--- config.mk ---
export PLATFORM = sky130hd
export DESIGN_NAME = bis_queue
export DESIGN_NICKNAME = d
export VERILOG_FILES = /design/src/hdl/bis_pkg.sv /design/src/hdl/bis_queue.sv
export SDC_FILE = /design/constraint.sdc
export NUM_CORES = 1
export LEC_CHECK = 0
export BUFFER_PORTS_ARGS = -buffer_cell sky130_fd_sc_hd__buf_2
export CAP_MARGIN = 5
export CORE_AREA = 2 2 39 41
export CTS_BUF_LIST = sky130_fd_sc_hd__clkbuf_16
export DETAILED_ROUTE_END_ITERATION = 12
export DIE_AREA = 0 0 41 43
export PLACE_DENSITY = 0.72
export SLEW_MARGIN = 20
export SYNTH_ARGS = -nofsm -noshare
export SYNTH_HDL_FRONTEND = slang
export SYNTH_SLANG_ARGS = --single-unit
--- constraint.sdc ---
create_clock -name clk -period 4.5 [get_ports clk]
set_input_delay 0.225 -clock clk [delete_from_list [all_inputs] [get_ports clk]]
set_output_delay 0.225 -clock clk [all_outputs]
set_load 0.01 [all_outputs]
--- src/hdl/bis_pkg.sv ---
// Package for the bilinear image scaler: shared constants, defaults and register codes.
// No dependencies; every other file of the block imports it.
package bis_pkg;

  // Fixed field widths of the streaming items and of the register port.
  localparam int PIX_W   = 8;
  localparam int COORD_W = 8;
  localparam int CFG_W   = 32;
  localparam int ADDR_W  = 4;

  // The scale factor is unsigned Q4.12.
  localparam int SCALE_W    = 16;
  localparam int SCALE_FRAC = 12;
  localparam int SIZE_REG_W = 9;

  // Defaults for the top-level parameters.
  localparam int DEF_MAX_WIDTH  = 256;
  localparam int DEF_MAX_HEIGHT = 256;
  localparam int DEF_FRAC_BITS  = 12;

  // Depth of the queue between the front and the back.
  localparam int QUEUE_DEPTH = 4;

  // Reset values of the configuration registers.
  localparam logic [SIZE_REG_W-1:0] RST_SRC_WIDTH  = 9'd256;
  localparam logic [SIZE_REG_W-1:0] RST_SRC_HEIGHT = 9'd256;
  localparam logic [SCALE_W-1:0]    RST_SCALE      = 16'd2048;

  // Register indexes, taken from paddr[3:2].
  typedef enum logic [1:0] {
    REG_SRC_WIDTH  = 2'd0,
    REG_SRC_HEIGHT = 2'd1,
    REG_SCALE      = 2'd2,
    REG_UNUSED     = 2'd3
  } cfg_reg_t;

  // Item kinds carried in the input tuser.
  localparam logic ACT_LOAD    = 1'b0;
  localparam logic ACT_COMPUTE = 1'b1;

endpackage

--- src/hdl/bis_queue.sv ---
// Short first-in first-out queue that parts the front from the back.
// Depends on bis_pkg for its default depth.
module bis_queue #(
  parameter type item_t = logic,
  parameter int  DEPTH  = bis_pkg::QUEUE_DEPTH
) (
  input  logic  clk,
  input  logic  rst,
  input  logic  push,
  input  item_t push_item,
  output logic  full,
  input  logic  pop,
  output logic  empty,
  output item_t head
);
  import bis_pkg::*;

  localparam int PW = (DEPTH > 1) ? $clog2(DEPTH) : 1;

  item_t          slots [DEPTH];
  logic [PW-1:0]  wr_ptr;
  logic [PW-1:0]  rd_ptr;
  logic [PW:0]    count;

  assign full  = (count == (PW+1)'(DEPTH));
  assign empty = (count == '0);
  assign head  = slots[rd_ptr];

  // Storage is written without reset; only the pointers and the count are control state.
  always_ff @(posedge clk) begin
    if (push) begin
      slots[wr_ptr] <= push_item;
    end
  end

  // Pointers wrap at the depth, which need not be a power of two.
  always_ff @(posedge clk) begin
    if (rst) begin
      wr_ptr <= '0;
      rd_ptr <= '0;
      count  <= '0;
    end else begin
      if (push) begin
        wr_ptr <= (wr_ptr == PW'(DEPTH - 1)) ? '0 : wr_ptr + 1'b1;
      end
      if (pop) begin
        rd_ptr <= (rd_ptr == PW'(DEPTH - 1)) ? '0 : rd_ptr + 1'b1;
      end
      unique case ({push, pop})
        2'b10:   count <= count + 1'b1;
        2'b01:   count <= count - 1'b1;
        default: count <= count;
      endcase
    end
  end

endmodule

==> reports/metrics.cfg <==
[clock_tree]
worstSkewPairLatency_ns=0.23
cts_resized=0
cts.sinks=13
postCtsSetupBuffers=0
h-tree-depth=1
cts_tree=yes
cts_root_buf=clkbuf_16
ctsHoldBuffers=0
clk_pin_slew_worst_paths_ns=0.04
cts_made_buffers=3
clockBufferDepth=2

[sta]
hold_viol=0
clock.fmax_ghz=0.652
period_needed_ns=1.53
worstMarginPinSlew_ns=0.185
slew_headroom_pct=87.7
period_share_pct=34.1
maxSlewViolCount=0
setup_viol=0
grt_setup_unrepaired=no
final.setup_skew_ns=0.000976
fin_tns_setup_ns=0

[logic_synthesis]
syn_inst=53
synth_compound_area_share_pct=4.24
yosys_warnings=0
ys_types=16
syn_area_um2=591
synth_top_family_by_area=adder cells
synth_ff_type=dfxtp_1
syn_nets=65
synth_top_area_share_pct=30.5
yosysSeqAreaShare_pct=50.8
yosysTopAreaCell=dfxtp_1
async_reset_ff_share_pct=0
syn_area_per_cell_um2=11.1
synth-simple-area-share_pct=14.2
synthTopCellsByArea=dfxtp_1 31%, edfxtp_1 20%, ha_1 13%
synth.area.mux_share_pct=7.20
synth_edf_count=4
synthAdderAreaFrac_pct=16.1
ys_ff_latch=13
synthXorXnorAreaFrac_pct=2.97

[global_route]
antenna_found_initial=0
grt_usage_pct=11.8
grt_pass1_wl_um=1350
grt_max_degree=8
grt_pass1_vias=334
gr-total-overflow=0

[cells_and_area]
final_util_pct=52.4
num-nets-final=77
drive_gt1_share_pct=17.2
multi_input_area_um2=264
finalInstanceArea_um2=724
insertedDiodeCount=0
regArea_um2=300
area_growth_syn_to_layout_pct=22.7
fillers=127

[critical_path]
cp_slowest_stage_delay_ns=0.43
crit_family=adder cells
path_class=reg -> reg
cp-end-kind=flip-flop
path_buf_inv=1
start_kind=flip-flop
path_max_fanout=3
path_cells=inv_1 > fa_1 > xor2_1 > or3_1 > a21oi_1
cp.arrival_ns=1.70
crit_required_ns=4.66
cp_slowest_cell=fa_1

[power_and_ir_drop]
internal_power_uw=267
ir_drop_mv=0.207
pwr-share-seq_pct=41.0
switching_share_pct=20.4
power_leakage_nw=0.327
p_clk_share_pct=46.9
power_uw=335
p_comb_share_pct=12.1
power_switching_uw=68.2
power.density_nw_per_um2=462

[place]
port_buffers=7
dpl_cell_area_um2=646
dp_hpwl_um=604
gp_congestion=0.733

[floorplan]
fp.dieW_um=41
io_pins=8
fp.dieH_um=43
initial_utilization_pct=42.7
core_um2=1380
num_rows=14
die-area_um2=1760

[route]
avgViaCountPerCell=4.64
dr.first_iter.drc_count=1
first_pass_iters=2
num_vias=371
finalWirelength_um=768
drc=0
ant_nets=0
wl_per_cell_um=9.60

[flow_run]
maxCapViolations=0

[worst_hold_path]
hp-class=in -> reg

[status]
status=finished, final reports clean

-- worst register-to-register path, delay by kind of cell, from the launching register on --
| kind | cells | cell delay [ns] |
|---|---|---|
| buffers and inverters | 1 | 0.08 |
| adder cells (fa/ha/maj) | 1 | 0.43 |
| AO/OA/AOI/OAI | 1 | 0.14 |
| flip-flops | 1 | 0.35 |
| XOR/XNOR | 1 | 0.16 |
| AND/OR/NAND/NOR | 1 | 0.30 |
-- logic make-up (layout without fill, tap and decap cells) --
family          after synthesis  in the layout
simple gates                 16             16
mux                           3              3
compound gates                5              5
flops                        13             13
fa+ha+maj                     7              7
xor+xnor                      2              2
buf+inv                       7             18
-- Yosys cell counts, drive strengths merged (2+ instances only) --
cell type / number
a21oi: 4
mux2i: 2
dfxtp: 9
inv: 7
nor2: 7
and2: 4
nor3b: 2
xor2: 2
edfxtp: 4
ha: 6
-- final timing paths --
path / to / from / cells past startpoint / slack (ns)
hold / removal: slots[1] / push_item / 1 / 0.21
setup / recovery: count[2] / count[0] / 5 / 2.97
setup reg to reg: count[2] / count[0] / 5 / 2.97
hold reg to reg: count[1] / count[1] / 2 / 0.52
-- power groups by stage --
stage	logic, mW	clock network [mW]	registers, mW
floorplan	0.0286	0	0.138
global placement	0.0396	0	0.139
detailed placement	0.0410	0	0.139
CTS	0.0413	0.161	0.137
global route	0.0476	0.168	0.139
finish	0.0407	0.157	0.137
-- metal layers --
| metal | global-route usage (%) | vias to the layer above | share of wire [%] |
|---|---|---|---|
| met2 | 16.9 | 4 | 47 |
| met4 | 8.00 | 0 | 1.8 |
| met1 | 13.7 | 168 | 48 |
| met5 | 0 | - | 0 |
| li1 | - | 197 | - |
| met3 | 4.71 | 2 | 2.3 |
-- layout by cell type, fill, tap and decap left out, types with 3 or more instances in the layout --
cell type  n
nor2_1     7
ha_1       6
a21oi_1    4
inv_1      8
buf_2      7
edfxtp_1   4
and2_1     4
dfxtp_1    9
clkbuf_16  3
-- layout make-up --
class / instances / area share (%)
Inverter: 7 / 3.63
Timing Repair Buffer: 7 / 4.84
Sequential cell: 13 / 41.5
Multi-Input combinational cell: 33 / 36.4
Clock buffer: 3 / 10.4
Clock inverter: 1 / 0.518
Tap cell: 16 / 2.76
-- metrics by stage --
stage,hold WS (ns),setup slack [ns],cells
2_1_floorplan,0.294,3.01,53
3_3_place_gp,0.442,2.81,76
3_5_place_dp,0.444,2.78,76
4_1_cts,0.206,2.97,80
5_1_grt,0.207,2.86,80
6_report,0.206,2.97,80
(Power assumes the default switching activity.)
